`src/hdl/bdpc_pkg.sv`:
```
package bdpc_pkg;

    localparam int OPC_W   = 1;
    localparam int BASE_W  = 4;
    localparam int POS_W   = 6;
    localparam int VAL_W   = 6;
    localparam int KW      = 32;
    localparam int SIZE_W  = 7;
    localparam int RADIX_W = 5;
    localparam int CFG_W   = 7;
    localparam int CFG_AW  = 1;

    localparam int DEF_MAX_SIZE   = 64;
    localparam int DEF_MAX_BASES  = 16;
    localparam int DEF_MAX_DIGITS = 32;

    localparam logic [OPC_W-1:0] OP_LOAD     = 1'b0;
    localparam logic [OPC_W-1:0] OP_GENERATE = 1'b1;

    localparam logic [CFG_AW-1:0] CFG_PERM_SIZE  = 1'b0;
    localparam logic [CFG_AW-1:0] CFG_BASE_COUNT = 1'b1;

    typedef struct packed {
        logic               start;
        logic [KW-1:0]      dividend;
        logic [RADIX_W-1:0] divisor;
    } div_req_t;

    typedef struct packed {
        logic               done;
        logic [KW-1:0]      quotient;
        logic [RADIX_W-1:0] remainder;
    } div_rsp_t;

endpackage

```
`src/hdl/bdpc_divider.sv`:
```
module bdpc_divider (
    input  logic                aclk,
    input  logic                aresetn,
    input  bdpc_pkg::div_req_t  req,
    output bdpc_pkg::div_rsp_t  rsp
);

    import bdpc_pkg::*;

    localparam int CNT_W = $clog2(KW);

    logic               busy_reg, busy_next;
    logic               done_reg, done_next;
    logic [CNT_W-1:0]   cnt_reg, cnt_next;
    logic [KW-1:0]      q_reg, q_next;
    logic [RADIX_W-1:0] r_reg, r_next;
    logic [RADIX_W-1:0] div_reg, div_next;
    logic [RADIX_W:0]   shifted;
    logic               ge;

    assign shifted = {r_reg, q_reg[KW-1]};
    assign ge      = shifted >= {1'b0, div_reg};

    always_comb begin
        busy_next = busy_reg;
        done_next = 1'b0;
        cnt_next  = cnt_reg;
        q_next    = q_reg;
        r_next    = r_reg;
        div_next  = div_reg;
        if (req.start) begin
            busy_next = 1'b1;
            cnt_next  = '0;
            q_next    = req.dividend;
            r_next    = '0;
            div_next  = req.divisor;
        end else if (busy_reg) begin
            // restoring step, one quotient bit per cycle
            r_next   = ge ? RADIX_W'(shifted - {1'b0, div_reg}) : shifted[RADIX_W-1:0];
            q_next   = {q_reg[KW-2:0], ge};
            cnt_next = cnt_reg + CNT_W'(1);
            if (cnt_reg == CNT_W'(KW - 1)) begin
                busy_next = 1'b0;
                done_next = 1'b1;
            end
        end
    end

    always_ff @(posedge aclk) begin
        if (!aresetn) begin
            busy_reg <= 1'b0;
            done_reg <= 1'b0;
            cnt_reg  <= '0;
        end else begin
            busy_reg <= busy_next;
            done_reg <= done_next;
            cnt_reg  <= cnt_next;
        end
        q_reg   <= q_next;
        r_reg   <= r_next;
        div_reg <= div_next;
    end

    assign rsp.done      = done_reg;
    assign rsp.quotient  = q_reg;
    assign rsp.remainder = r_reg;

endmodule

```
`config.mk`:
```
export PLATFORM = sky130hd
export DESIGN_NAME = bdpc_divider
export DESIGN_NICKNAME = d
export VERILOG_FILES = /design/src/hdl/bdpc_pkg.sv /design/src/hdl/bdpc_divider.sv
export SDC_FILE = /design/constraint.sdc
export NUM_CORES = 1
export LEC_CHECK = 0
export ABC_AREA = 1
export BUFFER_PORTS_ARGS = -buffer_cell sky130_fd_sc_hd__buf_2
export CAP_MARGIN = 20
export CORE_MARGIN = 4
export CORE_UTILIZATION = 40
export DETAILED_ROUTE_END_ITERATION = 7
export GPL_ROUTABILITY_DRIVEN = 0
export MAX_ROUTING_LAYER = met4
export PLACE_DENSITY = 0.66
export SLEW_MARGIN = 10
export SYNTH_ARGS = -nofsm -noshare
export SYNTH_HDL_FRONTEND = slang
export SYNTH_SLANG_ARGS = --single-unit
```
`constraint.sdc`:
```
create_clock -name aclk -period 1.93 [get_ports aclk]
set_input_delay 0.386 -clock aclk [delete_from_list [all_inputs] [get_ports aclk]]
set_output_delay 0.386 -clock aclk [all_outputs]
set_load 0.005 [all_outputs]
```
---- Word-level counts from Yosys, hierarchy flattened ----
Cells that the tools add are included.
word-level totals
  latch bits .............................. 0
  register bits after elaboration ......... 49
  ROM bits ................................ 0
  memories kept ........................... 0
  bits of input ports ..................... 40
  logic and storage cells ................. 22
  RAM bits ................................ 0
operators by class
  $mul .................................... 0
  mux-type cells .......................... 7
  bitwise logic cells ..................... 2
  equality and inequality tests ........... 1
  reductions and logical operators ........ 3
  add/sub/neg operators ................... 2
  shifts and indexed selects .............. 0
  divide/modulo/power cells ............... 0
  order comparisons ....................... 1
operators by type and width
  operator               number
  $mux W32               2
  $ge A6 B5 Y1           1
  $add A5 B1 Y5 const B  1
  $eq A5 B5 Y1 const B   1
  $mux W5                1
  $sub A5 B5 Y5          1
  $mux W1                4
  $reduce_or A3 Y1       1
  $not A1 Y1             2
  $reduce_bool A2 Y1     1
  $reduce_or A2 Y1       1

---- Depth between registers and ports, before layout ----
  depth in word-level cells ............... 4
  depth in mapped cells ................... 11

---- Least setup slack after synthesis ----
No wires, ideal clock.
  path kind ............................... reg-to-reg
  from .................................... register q_reg[31]
  to ...................................... register q_reg[0], data pin
  arrival ................................. 1,383 ps
  path buffers ............................ 0
  path slack .............................. 280 ps
  cell stages (with the launch flop) ...... 9
  clock period less this slack ............ 1,650 ps
  setup time .............................. 268 ps
  path through ............................ edfxtp_1 -> inv_1 -> ha_1 -> inv_1 -> fa_1 -> nand2_1 -> nand2_1 -> nand3_4 -> a31oi_1
on the way
  longest elaborated chain between the ends .. 3
RTL lines
  element                 line                source
  from (decl)             bdpc_divider.sv:15  logic [KW-1:0] q_reg, q_next;
  from (signal assigned)  bdpc_divider.sv:59  q_reg <= q_next;
  $ge A6 B5 Y1            bdpc_divider.sv:22  assign ge = shifted >= {1'b0, div_reg};
  $mux W32                bdpc_divider.sv:37  end else if (busy_reg) begin
  $mux W32                bdpc_divider.sv:31  if (req.start) begin
  net q_next[0]           bdpc_divider.sv:15
The timed path passes the listed nets, and every way through them passes these cells. The select of a mux whose other input is x is not followed.
A chain may end at the register's enable or synchronous reset.

---- Final worst setup path ----
  from .................................... register q_reg[31]
  to ...................................... register r_reg[0]
on the way
  longest elaborated chain between the ends .. 2
RTL lines
  element                                               line                                    source
  $sub A5 B5 Y5 / $ge A6 B5 Y1 (equally long branches)  bdpc_divider.sv:39, bdpc_divider.sv:22
  $mux W5 *                                             bdpc_divider.sv:39                      r_next = ge ? RADIX_W'(shifted - {1'b0, div_reg}) : shifted[RADIX_W-1:0];
  to (signal assigned)                                  bdpc_divider.sv:60                      r_reg <= r_next;
  to (decl)                                             bdpc_divider.sv:16                      logic [RADIX_W-1:0] r_reg, r_next;
Every way passes the cells marked *; elsewhere a longest branch is shown, timed or not.

==> reports/metrics.csv <==
stage,metric,value,unit
outcome,status,finished clean,
clock_tree,Inserted Clock Buffers,5,
placement,Cells after DPL,392,
clock_tree,CTS tree,done,
setup_path,endpoint type of the worst setup path,flop,
logic_synthesis,Yosys reg bits,49,
layout,max FFs per register,32,
route,drt drc,0,
route,drt wl/cell,12.28,um
route,drt pass-1 iters,6,
setup_path,R2R depth,10,
sta,fin crit period,1.747,ns
power,Sequential Power Share,56.1,%
setup_path,CP Launch Type,flop,
logic_synthesis,share of Yosys cell area claimed by the top area cell type,48.31,%
sta,setup_tns,0,ns
logic_synthesis,mapped cell area,2300,um2
logic_synthesis,register area share after synthesis,58.76,%
power,Leak,1.435,nW
layout,Post-Layout Cell Count,400,
route,Via density,4.623,
setup_path,worst-path fanout max,8,
floorplanning,die height,83.83,um
clock_tree,Clock Path Buffers,2,
min_path,hold_sp,req[1],
placement,Placed Area,2756,um2
logic_synthesis,Synth Warn #,0,
logic_synthesis,post-synth net total,297,
setup_path,Worst Path Arrival,1.94,ns
setup_path,Crit Path Category,reg -> reg,
layout,n_diodes,0,
clock_tree,clk_lat worst skew,0.29,ns
setup_path,worst endpoint required time,2.12,ns
sta,crit share post-route,90.51,%
power,total power,2.332,mW
min_path,hold crit path type,in -> reg,
setup_path,critical path cell sequence,inv_1 -> ha_1 -> inv_1 -> fa_1 -> nand2_1 -> nand2_1 -> nand3_4 -> nand3_1 -> nand3_1 -> nand2_1,
logic_synthesis,largest cells by area after synthesis,"edfxtp_1 (48%), nand2_1 (20%), dfxtp_1 (10%), ha_1 (3.8%), nand3_1 (2.6%)",
clock_tree,clock-pin transition on the worst setup and hold timing paths,0.09,ns
power,clock power share,25.0,%
setup_path,most frequent CP cell,nand2_1,
grt,vias in the first global route,1758,
route,vias,1849,
sta,RSZ-0062 raised after global routing,no,
sta,# setup viols final,0,
min_path,Hold Crit Endpoint,div_reg[1],
setup_path,r2r setup slk,0.18,ns
layout,layout cell share with drive strength beyond 1,28.66,%
clock_tree,H-tree depth,2,
logic_synthesis,cell taking the most area after synthesis,edfxtp_1,
power,Max IR drop VDD,0.0004053,V
clock_tree,Post-CTS Setup Repair Bufs,0,
route,initial drt markers,100,
sta,Clock Skew,0.007370,ns
logic_synthesis,synthesized instance count,249,
power,Comb pwr share,18.9,%
layout,"Core Util, Final",51.26,%
power,Psw,633.5,uW
setup_path,slowest cell delay on critical path,0.40,ns
min_path,hold path cells,1,
setup_path,"Slowest-stage cell, CP",fa_1,
route,Detailed Route WL,4.912,mm
logic_synthesis,synth unique cells,30,
sta,fmax,0.5725,GHz
floorplanning,core area,5540,um2
floorplanning,Die W,83.83,um
sta,"Slew Viols, Final",0,
clock_tree,CTS Sinks,49,
setup_path,Top delay family on crit path,simple AND/OR/NAND/NOR gates,
grt,grt total ovfl,0,
floorplanning,row count,27,
floorplanning,Die Area,7027,um2
clock_tree,hold_buf cts,0,
setup_path,worst r2r src,q_reg[31],
clock_tree,post-cts sizing count,0,
sta,final hold violations,0,
layout,# fillers,547,
layout,Final Net Count,375,
placement,IO buf count,77,
grt,largest net degree at the start of global routing,35,
grt,initial antenna violation count,0,
placement,HPWL Detailed,3.512,mm
layout,Final Cell Area,2840,um2
sta,Least-Margin Pin Slew,0.5510,ns
layout,Syn-to-layout area delta,23.50,%
setup_path,WP depth,10,
power,switching share of total power,27.17,%
logic_synthesis,syn avg cell area,9.236,um2
setup_path,CP bufs+invs,2,
route,post-route ant nets,0,
grt,global-route wire length before repair,8.231,mm
setup_path,Crit Reg-Reg Endpoint,r_reg[0],
job,Max-Cap Viols,0,
sta,max_slew headroom,63.21,%
floorplanning,IO Pins,78,
grt,gr usage total,14.76,%
power,P_int,1.698,mW
clock_tree,root buf cell,clkbuf_8,
power,total power per unit cell area,820.9,nW/um2
floorplanning,Initial Util,41.51,%
## final cells by class
cell class | count | area (um2) | share of cell area (%)
sequential | 49 | 1351 | 47.58
multi-input combinational | 171 | 823.3 | 28.99
clock buffer | 7 | 76.32 | 2.687
clock inverter | 1 | 7.507 | 0.2643
inverter | 21 | 78.83 | 2.775
timing repair buffer | 79 | 412.9 | 14.54
tap | 72 | 90.09 | 3.172
## cells by family after synthesis
logic type / share of synthesized area [%]
DFF: 58.76
xor gates and xnor gates: 0.3809
adders and majority gates: 4.679
and+or+nand+nor: 28.35
AOI/OAI and AO/OA: 2.393
buffers and inverters: 5.441
## per-layer routing
metal,wire (um),up-vias,GRT usage [%],share of wire (%)
met5,0,-,-,0
met4,40,0,3.070,0.81
met3,369,5,4.640,7.5
met2,2244,56,22.70,46
met1,2257,833,19.30,46
li1,-,955,-,-
## through the flow
stage	hold WS, ns	setup slack, ns
after detailed placement	0.4639	0.1998
after global routing	0.2454	0.06401
final	0.2647	0.1831
after floorplan	0.4435	0.2795
after CTS	0.2534	0.1814
after global placement	0.4532	0.2322
## worst max-delay path by stage
stage               end  slack, ns      start
2_1_floorplan  q_reg[0]       0.28  q_reg[31]
3_3_place_gp   q_reg[0]       0.23  q_reg[31]
3_5_place_dp   q_reg[0]       0.20  q_reg[31]
4_1_cts        q_reg[0]       0.18  q_reg[31]
5_1_grt        q_reg[0]       0.06  q_reg[31]
6_report       r_reg[0]       0.18  q_reg[31]
## Yosys cell counts (all sizes together)
| cell type | n |
|---|---|
| nand3 | 13 |
| edfxtp | 37 |
| clkinv | 3 |
| buf | 6 |
| a211oi | 1 |
| fa | 1 |
| a31oi | 2 |
| and3 | 1 |
| a21oi | 5 |
| o21ai | 2 |
| nor2 | 9 |
| nor3 | 2 |
| dfxtp | 12 |
| or2 | 2 |
| ha | 7 |
| inv | 18 |
| nand2 | 124 |
| nand3b | 1 |
| clkbuf | 2 |
| xnor2 | 1 |
## power groups by stage
stage | registers [mW] | clock network, mW | logic (mW)
detailed placement | 1.33 | 0 | 0.446
CTS | 1.31 | 0.607 | 0.446
finish | 1.31 | 0.583 | 0.441
global placement | 1.33 | 0 | 0.437
floorplan | 1.33 | 0 | 0.255
global route | 1.32 | 0.657 | 0.506
## placed cells by master, fill, tap and decap left out
cell / n
xnor2_1: 1
nor2_1: 5
clkbuf_1: 2
o21ai_1: 1
nand3_4: 1
buf_2: 77
nor3_1: 2
and3_1: 1
a211oi_1: 1
buf_12: 1
buf_4: 1
clkbuf_8: 5
nand2_1: 123
clkinvlp_4: 1
inv_2: 2
ha_1: 7
nand3b_1: 1
or2_4: 1
o21ai_0: 1
fa_1: 1
inv_1: 16
a21oi_1: 5
dfxtp_1: 12
nor2_8: 1
nand2_4: 1
nor2_4: 1
clkinv_1: 3
a31oi_1: 2
nand3_1: 12
nor2_2: 2
or2_1: 1
edfxtp_1: 37
Power figures use the tool's default switching activity.
