===== config.mk =====
export PLATFORM = sky130hd
export DESIGN_NAME = bdpc_ram
export DESIGN_NICKNAME = d
export VERILOG_FILES = /design/src/hdl/bdpc_ram.sv
export SDC_FILE = /design/constraint.sdc
export NUM_CORES = 1
export LEC_CHECK = 0
export ABC_AREA = 1
export CAP_MARGIN = 20
export CORE_UTILIZATION = 30
export CTS_CLUSTER_SIZE = 20
export DETAILED_ROUTE_END_ITERATION = 8
export DONT_BUFFER_PORTS = 1
export SYNTH_ARGS = -nofsm -noshare
export SYNTH_HDL_FRONTEND = slang
export SYNTH_SLANG_ARGS = --single-unit

===== constraint.sdc =====
create_clock -name aclk -period 1.2 [get_ports aclk]
set_input_delay 0 -clock aclk [delete_from_list [all_inputs] [get_ports aclk]]
set_output_delay 0 -clock aclk [all_outputs]
set_load 0.01 [all_outputs]

===== src/hdl/bdpc_ram.sv =====
module bdpc_ram #(
    parameter int WIDTH = 8,
    parameter int DEPTH = 16
) (
    input  logic                                   aclk,
    input  logic                                   we,
    input  logic [((DEPTH > 1) ? $clog2(DEPTH) : 1)-1:0] waddr,
    input  logic [WIDTH-1:0]                       wdata,
    input  logic                                   re,
    input  logic [((DEPTH > 1) ? $clog2(DEPTH) : 1)-1:0] raddr,
    output logic [WIDTH-1:0]                       rdata
);

    logic [WIDTH-1:0] mem [DEPTH];
    logic [WIDTH-1:0] rdata_reg;

    always_ff @(posedge aclk) begin
        if (we) begin
            mem[waddr] <= wdata;
        end
        if (re) begin
            rdata_reg <= mem[raddr];
        end
    end

    assign rdata = rdata_reg;

endmodule


[Word level (Yosys, flattened, before mapping)]
Memories as Yosys holds them, arrays and structs flattened. A register that Yosys moved wholly into a read port is not among the register bits.
Cells that the tools add are included.
Storage, ports and cells
  flip-flop bits (word level): 0
  bits in writable memories: 128
  output and inout bits: 8
  word-level logic and storage cells: 3
  memories kept: 1
Operators by class
  muxes and demuxes: 2
Memory list
  mem: words 16, bits a word 8, rd ports 1, clocked after Yosys merged registers in 1, write ports 1, RTL line 14  | logic [WIDTH-1:0] mem [DEPTH];
Operator list (number)
  $mux 1: 2

[Depth between registers and ports, before layout]
Gate-level depths: netlist (run 1).
  depth in word-level cells: 2
  depth in mapped cells: 8
  depth with buffers taken out: 7

[Worst setup path after synthesis (run 1)]
OpenSTA, ideal clock, no wires.
  path type: in2reg
  start point: input waddr[2] (netlist bit)
  end point: memory mem[10][0] (enable)
  setup time: 0.370 ns
  arrival time: 0.581 ns
  slack: 0.249 ns
  stages on the path: 2
  buffers on the path: 0
  cells stage by stage: nand3b_1 nor2_1
RTL lines
  start: declaration: RTL line 7  | input logic [((DEPTH > 1) ? $clog2(DEPTH) : 1)-1:0] waddr,
  end: declaration: RTL line 14
Straight into the memory's write port.

==> impl_metrics.ini, run 1 <==
[die]
core-area_um2 = 18900
rows = 50
start_util_pct = 30.9
dieWidth_um = 142
die_area_um2 = 20100
die_h_um = 142
io_pins = 27

[worst_hold_path]
holdPathEnd = rdata[0]$_DFFE_PP_
holdCritStartpoint = raddr[2]
hp-class = in -> reg
worstHoldPathCells = 3

[placement]
gp_congestion = 0.786
dp_slack_ns = 0.0801
port-buffer-count = 0
dpl.hpwl_mm = 7.93

[synth]
synth-compound-area-share_pct = 0
syn_nets = 570
synth_seq_area_share_pct = 69.8
synthTopCellsByArea = edfxtp_1 70%, nand2_1 11%, nand3_1 8.3%, inv_1 6.4%, buf_6 1.2%
yosysTopAreaCell = edfxtp_1
yosys.area_share.simple_pct = 20.8
synth_top_area_share_pct = 69.8
synthCells = 551
ys_ff_latch = 136
synth_fa_ha_area_share_pct = 0
muxShareOfSynthArea_pct = 0
synth-xor-area-share_pct = 0
synth.avg_cell_area_um2 = 10.6
netlist_area_um2 = 5850
synth_top_family_by_area = simple AND/OR/NAND/NOR gates
synth_cell_types = 11
ys_warn_count = 0

[detailed_routing]
drcViolationCount = 0
drt_iter0_markers = 372
vias = 3700
viasPerCell = 4.36
drtAntennaViolNets = 0
first_pass_iters = 5
totalWireLength_mm = 12.9
wire_per_inst_um = 15.2

[status]
status = finished, violations left
violations = hold timing

[setup_path]
crit_fanout = 1
cp-end-kind = register
cp.arrival_ns = 1.25
reg2reg_to = rdata[6]$_DFFE_PP_
reg2reg_slack_ns = 0.11
r2r_start = mem[7][6]$_DFFE_PP_
reg2reg_depth = 6
required_ns = 1.37
start_kind = register
crit_type = reg -> reg

[cts]
clkTransAtPathRegs_ns = 0.05
cts_tree = built
holdBufCountCts = 10
cts_root_buf = clkbuf_16
clk_latency_ns = 0.42
cts_made_buffers = 17
clkSinkCount = 136
htree_levels = 4
cts_setup_buffers = 0
clock_path_buffers = 2

[finish]
largest_reg_flops = 128
num_antenna_cells = 0
fillers = 1884
layout-drive-gt1-share_pct = 7.47
nNetsFinal = 597
area_growth_pct = 16.3

[timing]
setup_slack_ns = 0.115
maxSlewViolCount = 0
worst_pin_slew_ns = 0.687
fmax_mhz = 921
finClkSkew_ns = 0.00776
finalCriticalPeriod_ns = 1.09
whs_ns = -0.116
slew_headroom_pct = 54.1
fin_crit_sh_pct = 90.4
hold_violations = 8
setup_viol_count_final = 0
fin_tns_setup_ns = 0
rsz0062_at_grt = false

[pwr]
leakagePower_uw = 0.00284
p_per_area_nw_per_um2 = 1540
ir_drop_mv = 1.11

[global_route]
grt_use_total_pct = 13.9
grt_max_degree = 66
met3_usage_pct = 4.35
met1_usage_pct = 18.8
grt_pass1_vias = 3574
met2_usage_pct = 21.2
antenna_found_initial = 0
grt_pass1_wl_mm = 20.1
top_usage_layer = met2
overflow = 0

[job]
drv_cap = 0
## worst max-delay path by stage
stage | start | endpoint | slack, ns | depth (start not counted)
after floorplan | waddr[2] | mem[10][0]$_DFFE_PP_ | 0.25 | 2
after global placement | raddr[1] | rdata[2]$_DFFE_PP_ | 0.07 | 5
after detailed placement | raddr[1] | rdata[2]$_DFFE_PP_ | 0.08 | 5
after CTS | mem[5][6]$_DFFE_PP_ | rdata[6]$_DFFE_PP_ | 0.09 | 6
after global routing | mem[7][6]$_DFFE_PP_ | rdata[6]$_DFFE_PP_ | 0.02 | 6
final | mem[7][6]$_DFFE_PP_ | rdata[6]$_DFFE_PP_ | 0.11 | 6
## cell families (layout without fill, tap and decap cells)
| group | Yosys count | in the layout |
|---|---|---|
| buffers and inverters | 126 | 164 |
| AND/OR/NAND/NOR | 289 | 289 |
| flip-flops | 136 | 136 |
## placed cells by master, fill, tap and decap left out
master	netlist	layout
nand3b_1	2	2
bufinv_16	0	1
nand2_1	173	173
inv_1	100	100
edfxtp_1	136	136
clkinv_2	0	2
clkbuf_1	0	6
clkbuf_16	0	17
dlygate4sd3_1	0	10
inv_2	2	2
buf_4	4	20
nand3_1	97	97
clkinv_1	0	4
nor2_1	17	17
buf_12	0	2
## timing repair
item                       in CTS  in global routing
setup endpoints to repair       0                  0
hold endpoints to repair      144                  8
gates resized for setup         0                  0
## routing by layer
metal / wire length [µm] / share of wire (%) / vias to the layer above
li1: - / - / 1833
met1: 6020 / 47 / 1750
met2: 5840 / 45 / 104
met3: 866 / 6.7 / 13
met4: 174 / 1.3 / 0
met5: 0 / 0 / -
## final cells by class
class | instances | area [µm²] | share of cell area [%]
multi-input cells | 289 | 1210 | 17.9
clock inverters | 7 | 55.1 | 0.810
repair buffers | 32 | 290 | 4.27
clock buffers | 23 | 448 | 6.59
inverters | 102 | 383 | 5.63
flip-flops and latches | 136 | 4080 | 60.1
well taps | 260 | 325 | 4.78
## critical path, stage by stage, from the launching register on
cell and delay (ns):
edfxtp_1 0.35, inv_1 0.06, nand2_1 0.05, nand3_1 0.08, nand3_1 0.09, nand3_1 0.14
nand2_1 0.08
## power by group
part | leakage [µW] | switching [µW] | total [µW] | internal, µW
clock network | 0.000245 | 1750 | 4530 | 2780
registers | 0.00124 | 51.3 | 5410 | 5360
logic | 0.00136 | 348 | 528 | 180
total | 0.00284 | 2150 | 10500 | 8320
## Yosys cell counts
library cell	count
buf_4	4
inv_2	2
buf_1	1
nand3_1	97
nor2_1	17
buf_2	13
edfxtp_1	136
nand3b_1	2
nand2_1	173
inv_1	100
buf_6	6
## through the flow
stage	util (%)	std cells	power (µW)	hold slack, ns	area (µm²)
final	36.0	849	10500	-0.116	6800
after global placement	32.8	809	5930	0.100	6200
after floorplan	-	551	5860	0.0989	5850
after CTS	36.0	849	10500	-0.132	6800
after detailed placement	32.8	809	5940	0.0999	6200
after global routing	36.0	849	10800	-0.0991	6800
No activity file was read; power rests on OpenSTA's default activity.
==> run 2, diff against run 1 <==
--- a/config.mk
+++ b/config.mk
@@ -11,6 +11,7 @@
 export CTS_CLUSTER_SIZE = 20
 export DETAILED_ROUTE_END_ITERATION = 8
 export DONT_BUFFER_PORTS = 1
+export GPL_TIMING_DRIVEN = 0
 export SYNTH_ARGS = -nofsm -noshare
 export SYNTH_HDL_FRONTEND = slang
 export SYNTH_SLANG_ARGS = --single-unit
==> impl_metrics.ini, run 2 (synthesis gave the netlist of run 1 again) <==
[status]
status = finished, final reports clean

[finish]
largest_reg_flops = 128
nNetsFinal = 598
mostFrequentLayoutCell = nand2_1
final_cell_mix = 165 x nand2_1, 136 x edfxtp_1, 100 x inv_1, 83 x nand3_1
utilization_pct = 36.4
area_growth_pct = 17.8
layout-drive-gt1-share_pct = 12.7

[die]
die_h_um = 142
die_area_um2 = 20100
core-area_um2 = 18900
rows = 50
dieWidth_um = 142
start_util_pct = 30.9
io_pins = 27

[cts]
cts_root_buf = clkbuf_16
cts_made_buffers = 17
cts_tree = built
clkTransAtPathRegs_ns = 0.06
htree_levels = 4
clock_path_buffers = 2
clkSinkCount = 136
clk_latency_ns = 0.43

[setup_path]
crit_path_end = rdata[1]$_DFFE_PP_
cp_slowest_cell = edfxtp_1
critPathTopFamily = simple AND/OR/NAND/NOR gates
crit_top_cell = nand2_1
required_ns = 1.36
crit_type = reg -> reg
cp_num_cells = 6
cp-end-kind = register
cp_slowest_stage_delay_ns = 0.37
reg2reg_slack_ns = 0.03
crit_fanout = 1
start_kind = register
r2r_start = mem[13][1]$_DFFE_PP_
critical_path.cell_chain = nand2_1 -> nand2_1 -> nand2_1 -> nand3_1 -> nand3_2 -> nand2_2
cp-startpoint = mem[13][1]$_DFFE_PP_
cp.arrival_ns = 1.33
reg2reg_depth = 6
reg2reg_to = rdata[1]$_DFFE_PP_
path_buf_inv = 0

[pwr]
p_per_area_nw_per_um2 = 1570
leakagePower_uw = 0.00285
ir_drop_mv = 1.04
power.total_uw = 10800

[timing]
maxSlewViolCount = 0
finalCriticalPeriod_ns = 1.17
slew_headroom_pct = 38.1
fin_crit_sh_pct = 97.2
hold_violations = 0
finClkSkew_ns = 0.00921
worst_pin_slew_ns = 0.925
rsz0062_at_grt = true
setup_viol_count_final = 0
fmax_mhz = 857

[placement]
dpl.hpwl_mm = 9.34
gp_congestion = 0.856
port-buffer-count = 0

[detailed_routing]
drcViolationCount = 0
totalWireLength_mm = 14.6
wire_per_inst_um = 17.1
drtAntennaViolNets = 0
viasPerCell = 4.49
drt_iter0_markers = 422
vias = 3827
first_pass_iters = 8

[global_route]
grt_use_total_pct = 15.7
antenna_found_initial = 1
grt_pass1_wl_mm = 22.3
overflow = 0
grt_max_degree = 17
grt_pass1_vias = 3723

[worst_hold_path]
hp-class = in -> reg

[job]
drv_cap = 0
run 2: changes by cell type in the layout (fill, tap and decap cells not counted), sizes merged, moves of 2 or more:
cell,before,now
clkinvlp,0,4
clkbuf,23,18
buf,22,24
inv,102,105
run 2: report_power, final:
group | switching (µW) | leakage (µW) | internal [µW]
logic | 507 | 0.00137 | 201
clock network | 2080 | 0.000247 | 2640
registers | 37.1 | 0.00124 | 5360
run 2: cell type report:
type / instances / area [µm²]
sequential: 136 / 4080
multi-input combinational: 289 / 1300
tap: 260 / 325
buffer: 24 / 166
clock buffer: 18 / 429
timing repair buffer: 9 / 90.1
antenna: 1 / 2.50
inverter: 102 / 383
fill: 1899 / 12000
clock inverter: 14 / 101
run 2: stage by stage:
| step | hold WS [ns] | cells | setup TNS (ns) | setup slack (ns) | area, µm² |
|---|---|---|---|---|---|
| final | 0.0703 | 853 | 0 | 0.0333 | 6890 |
| after global routing | 0.0851 | 853 | -0.0348 | -0.0166 | 6890 |
| after CTS | 0.0517 | 852 | 0 | 0.00679 | 6790 |
| after detailed placement | 0.100 | 811 | -7.92 | -0.222 | 6170 |
| after global placement | 0.100 | 811 | -6.52 | -0.181 | 6170 |
| after floorplan | 0.0989 | 551 | 0 | 0.249 | 5850 |
run 2: worst min path at each step:
stage          startpoint                    to  slack (ns)  depth (start not counted)
6_report         waddr[1]   mem[7][2]$_DFFE_PP_        0.07                          2
5_1_grt          waddr[1]   mem[7][6]$_DFFE_PP_        0.09                          2
4_1_cts          waddr[1]   mem[7][6]$_DFFE_PP_        0.05                          2
3_3_place_gp     wdata[0]  mem[11][0]$_DFFE_PP_         0.1                          0
3_5_place_dp     wdata[0]  mem[11][0]$_DFFE_PP_        0.10                          0
2_1_floorplan    wdata[0]   mem[0][0]$_DFFE_PP_         0.1                          0
run 2: timing repair:
action,CTS,global route
endpoints found under the setup margin,0,8
gates resized for setup,0,22
endpoints found under the hold margin,136,0
hold buffers,9,0
setup buffers,0,0
run 2: per-layer routing:
layer	GRT usage, %	vias to the layer above	wire (µm)
met4	5.21	0	165
met5	0	-	0
met2	22.9	168	6420
met1	22.7	1799	6790
met3	3.64	14	1220
li1	-	1846	-
==> run 3, diff against run 2 <==
--- a/config.mk
+++ b/config.mk
@@ -7,11 +7,12 @@
 export LEC_CHECK = 0
 export ABC_AREA = 1
 export CAP_MARGIN = 20
-export CORE_UTILIZATION = 30
+export CORE_UTILIZATION = 55
 export CTS_CLUSTER_SIZE = 20
 export DETAILED_ROUTE_END_ITERATION = 8
 export DONT_BUFFER_PORTS = 1
 export GPL_TIMING_DRIVEN = 0
+export PLACE_DENSITY = 0.7
 export SYNTH_ARGS = -nofsm -noshare
 export SYNTH_HDL_FRONTEND = slang
 export SYNTH_SLANG_ARGS = --single-unit
==> constraint.sdc (replaced) <==
create_clock -name aclk -period 1.2 [get_ports aclk]
set_input_delay 0 -clock aclk [delete_from_list [all_inputs] [get_ports aclk]]
set_output_delay 0 -clock aclk [all_outputs]
set_load 0.02 [all_outputs]
==> impl_metrics.ini, run 3 (synthesis gave the netlist of run 1 again) <==
[pwr]
p_int_uw = 9360
power_switching_uw = 2550
p_per_area_nw_per_um2 = 1740
leakagePower_uw = 0.00292
ir_drop_mv = 1.16
p_seq_share_pct = 45.4
p_sw_share_pct = 21.4
pwr-share-comb_pct = 5.8
pwr-share-clk_pct = 48.7

[timing]
setup_slack_ns = -0.00519
worst_pin_slew_ns = 0.867
fin_crit_sh_pct = 100
finClkSkew_ns = 0.00589
finalCriticalPeriod_ns = 1.21
fmax_mhz = 830
fin_tns_setup_ns = -0.00519
slew_headroom_pct = 42.0
whs_ns = -0.0240
setup_viol_count_final = 1
hold_violations = 18
rsz0062_at_grt = true
maxSlewViolCount = 0

[global_route]
grt_use_total_pct = 28.3
overflow = 0
grt_pass1_vias = 3957
grt_max_degree = 17
grt_pass1_wl_mm = 22.1
antenna_found_initial = 2

[placement]
gp_congestion = 0.845
port-buffer-count = 0
dpl.hpwl_mm = 8.93

[setup_path]
reg2reg_depth = 6
crit_fanout = 1
required_ns = 1.46
cp-end-kind = register
reg2reg_to = rdata[1]$_DFFE_PP_
cp-startpoint = mem[15][1]$_DFFE_PP_
reg2reg_slack_ns = -0.005
cp.arrival_ns = 1.47
r2r_start = mem[15][1]$_DFFE_PP_
crit_type = reg -> reg
start_kind = register

[die]
rows = 37
die_h_um = 105
start_util_pct = 56.6
io_pins = 27
dieWidth_um = 105
core-area_um2 = 10300
die_area_um2 = 11000

[detailed_routing]
vias = 4048
drt_iter0_markers = 399
wire_per_inst_um = 20.0
drtAntennaViolNets = 0
first_pass_iters = 6
totalWireLength_mm = 14.7
drcViolationCount = 0
viasPerCell = 5.53

[status]
status = finished, violations left
violations = hold timing, setup timing

[finish]
fillers = 773
mostFrequentLayoutCell = nand2_1
nNetsFinal = 601
layout-drive-gt1-share_pct = 10.8
final_cell_mix = 173 x nand2_1, 136 x edfxtp_1, 100 x inv_1, 89 x nand3_1, 17 x nor2_1
area_growth_pct = 17.0
largest_reg_flops = 128

[worst_hold_path]
holdPathEnd = mem[2][6]$_DFFE_PP_
worstHoldPathCells = 3
holdCritStartpoint = waddr[2]
hp-class = in -> reg

[cts]
htree_levels = 4
clkTransAtPathRegs_ns = 0.06
cts_setup_buffers = 0
clk_latency_ns = 0.53
cts_root_buf = clkbuf_8
cts_tree = built
cts_made_buffers = 17
clkSinkCount = 136
clock_path_buffers = 2

[job]
drv_cap = 0
run 3: final cells by class:
| cell class | count | area (µm²) | area share [%] |
|---|---|---|---|
| Timing Repair Buffer | 12 | 120 | 1.76 |
| Clock inverter | 15 | 248 | 3.62 |
| Sequential cell | 136 | 4080 | 59.7 |
| Clock buffer | 17 | 414 | 6.05 |
| Buffer | 24 | 166 | 2.43 |
| Multi-Input combinational cell | 289 | 1250 | 18.3 |
| Tap cell | 136 | 170 | 2.49 |
| Inverter | 102 | 383 | 5.60 |
| Antenna cell | 1 | 2.50 | 0.0366 |
run 3: routing by layer:
metal | global-route usage (%) | wire length, µm
met1 | 38.9 | 6000
met2 | 42.9 | 6900
met3 | 7.11 | 1490
met4 | 12.6 | 264
met5 | 0 | 13
run 3: power by group through the flow:
stage,logic (µW),registers (µW),clock network (µW)
2_1_floorplan,375,5500,0
3_3_place_gp,536,5510,0
3_5_place_dp,542,5510,0
4_1_cts,662,5410,5800
5_1_grt,742,5420,6000
6_report,693,5410,5810
run 3: repair_timing:
action	4_1_cts	5_1_grt
hold endpoints to repair	171	0
endpoints found under the setup margin	0	37
hold buffers	12	0
gates resized for setup	0	8
run 3: worst max-delay path, cell delays in order, from the launching register on:
cell	delay [ns]
edfxtp_1	0.39
inv_1	0.08
nand2_1	0.07
nand3_2	0.09
nand3_2	0.10
nand3_2	0.11
nand2_1	0.10
run 3: worst max-delay path by stage:
stage	to	slack (ns)
CTS	rdata[1]$_DFFE_PP_	0.02
global placement	mem[6][1]$_DFFE_PP_	-0.14
finish	rdata[1]$_DFFE_PP_	-0.005
floorplan	mem[10][0]$_DFFE_PP_	0.25
global route	mem[1][4]$_DFFE_PP_	-0.07
detailed placement	mem[4][3]$_DFFE_PP_	-0.16
run 3: metrics by stage:
| stage | total power, µW | util [%] | setup slack (ns) | instances | cell area (µm²) |
|---|---|---|---|---|---|
| finish | 11900 | 66.3 | -0.00519 | 732 | 6840 |
| global route | 12200 | 66.2 | -0.0689 | 731 | 6840 |
| CTS | 11900 | 65.9 | 0.0197 | 731 | 6800 |
| detailed placement | 6060 | 58.3 | -0.160 | 687 | 6020 |
| global placement | 6040 | 58.3 | -0.138 | 687 | 6020 |
| floorplan | 5880 | - | 0.249 | 551 | 5850 |
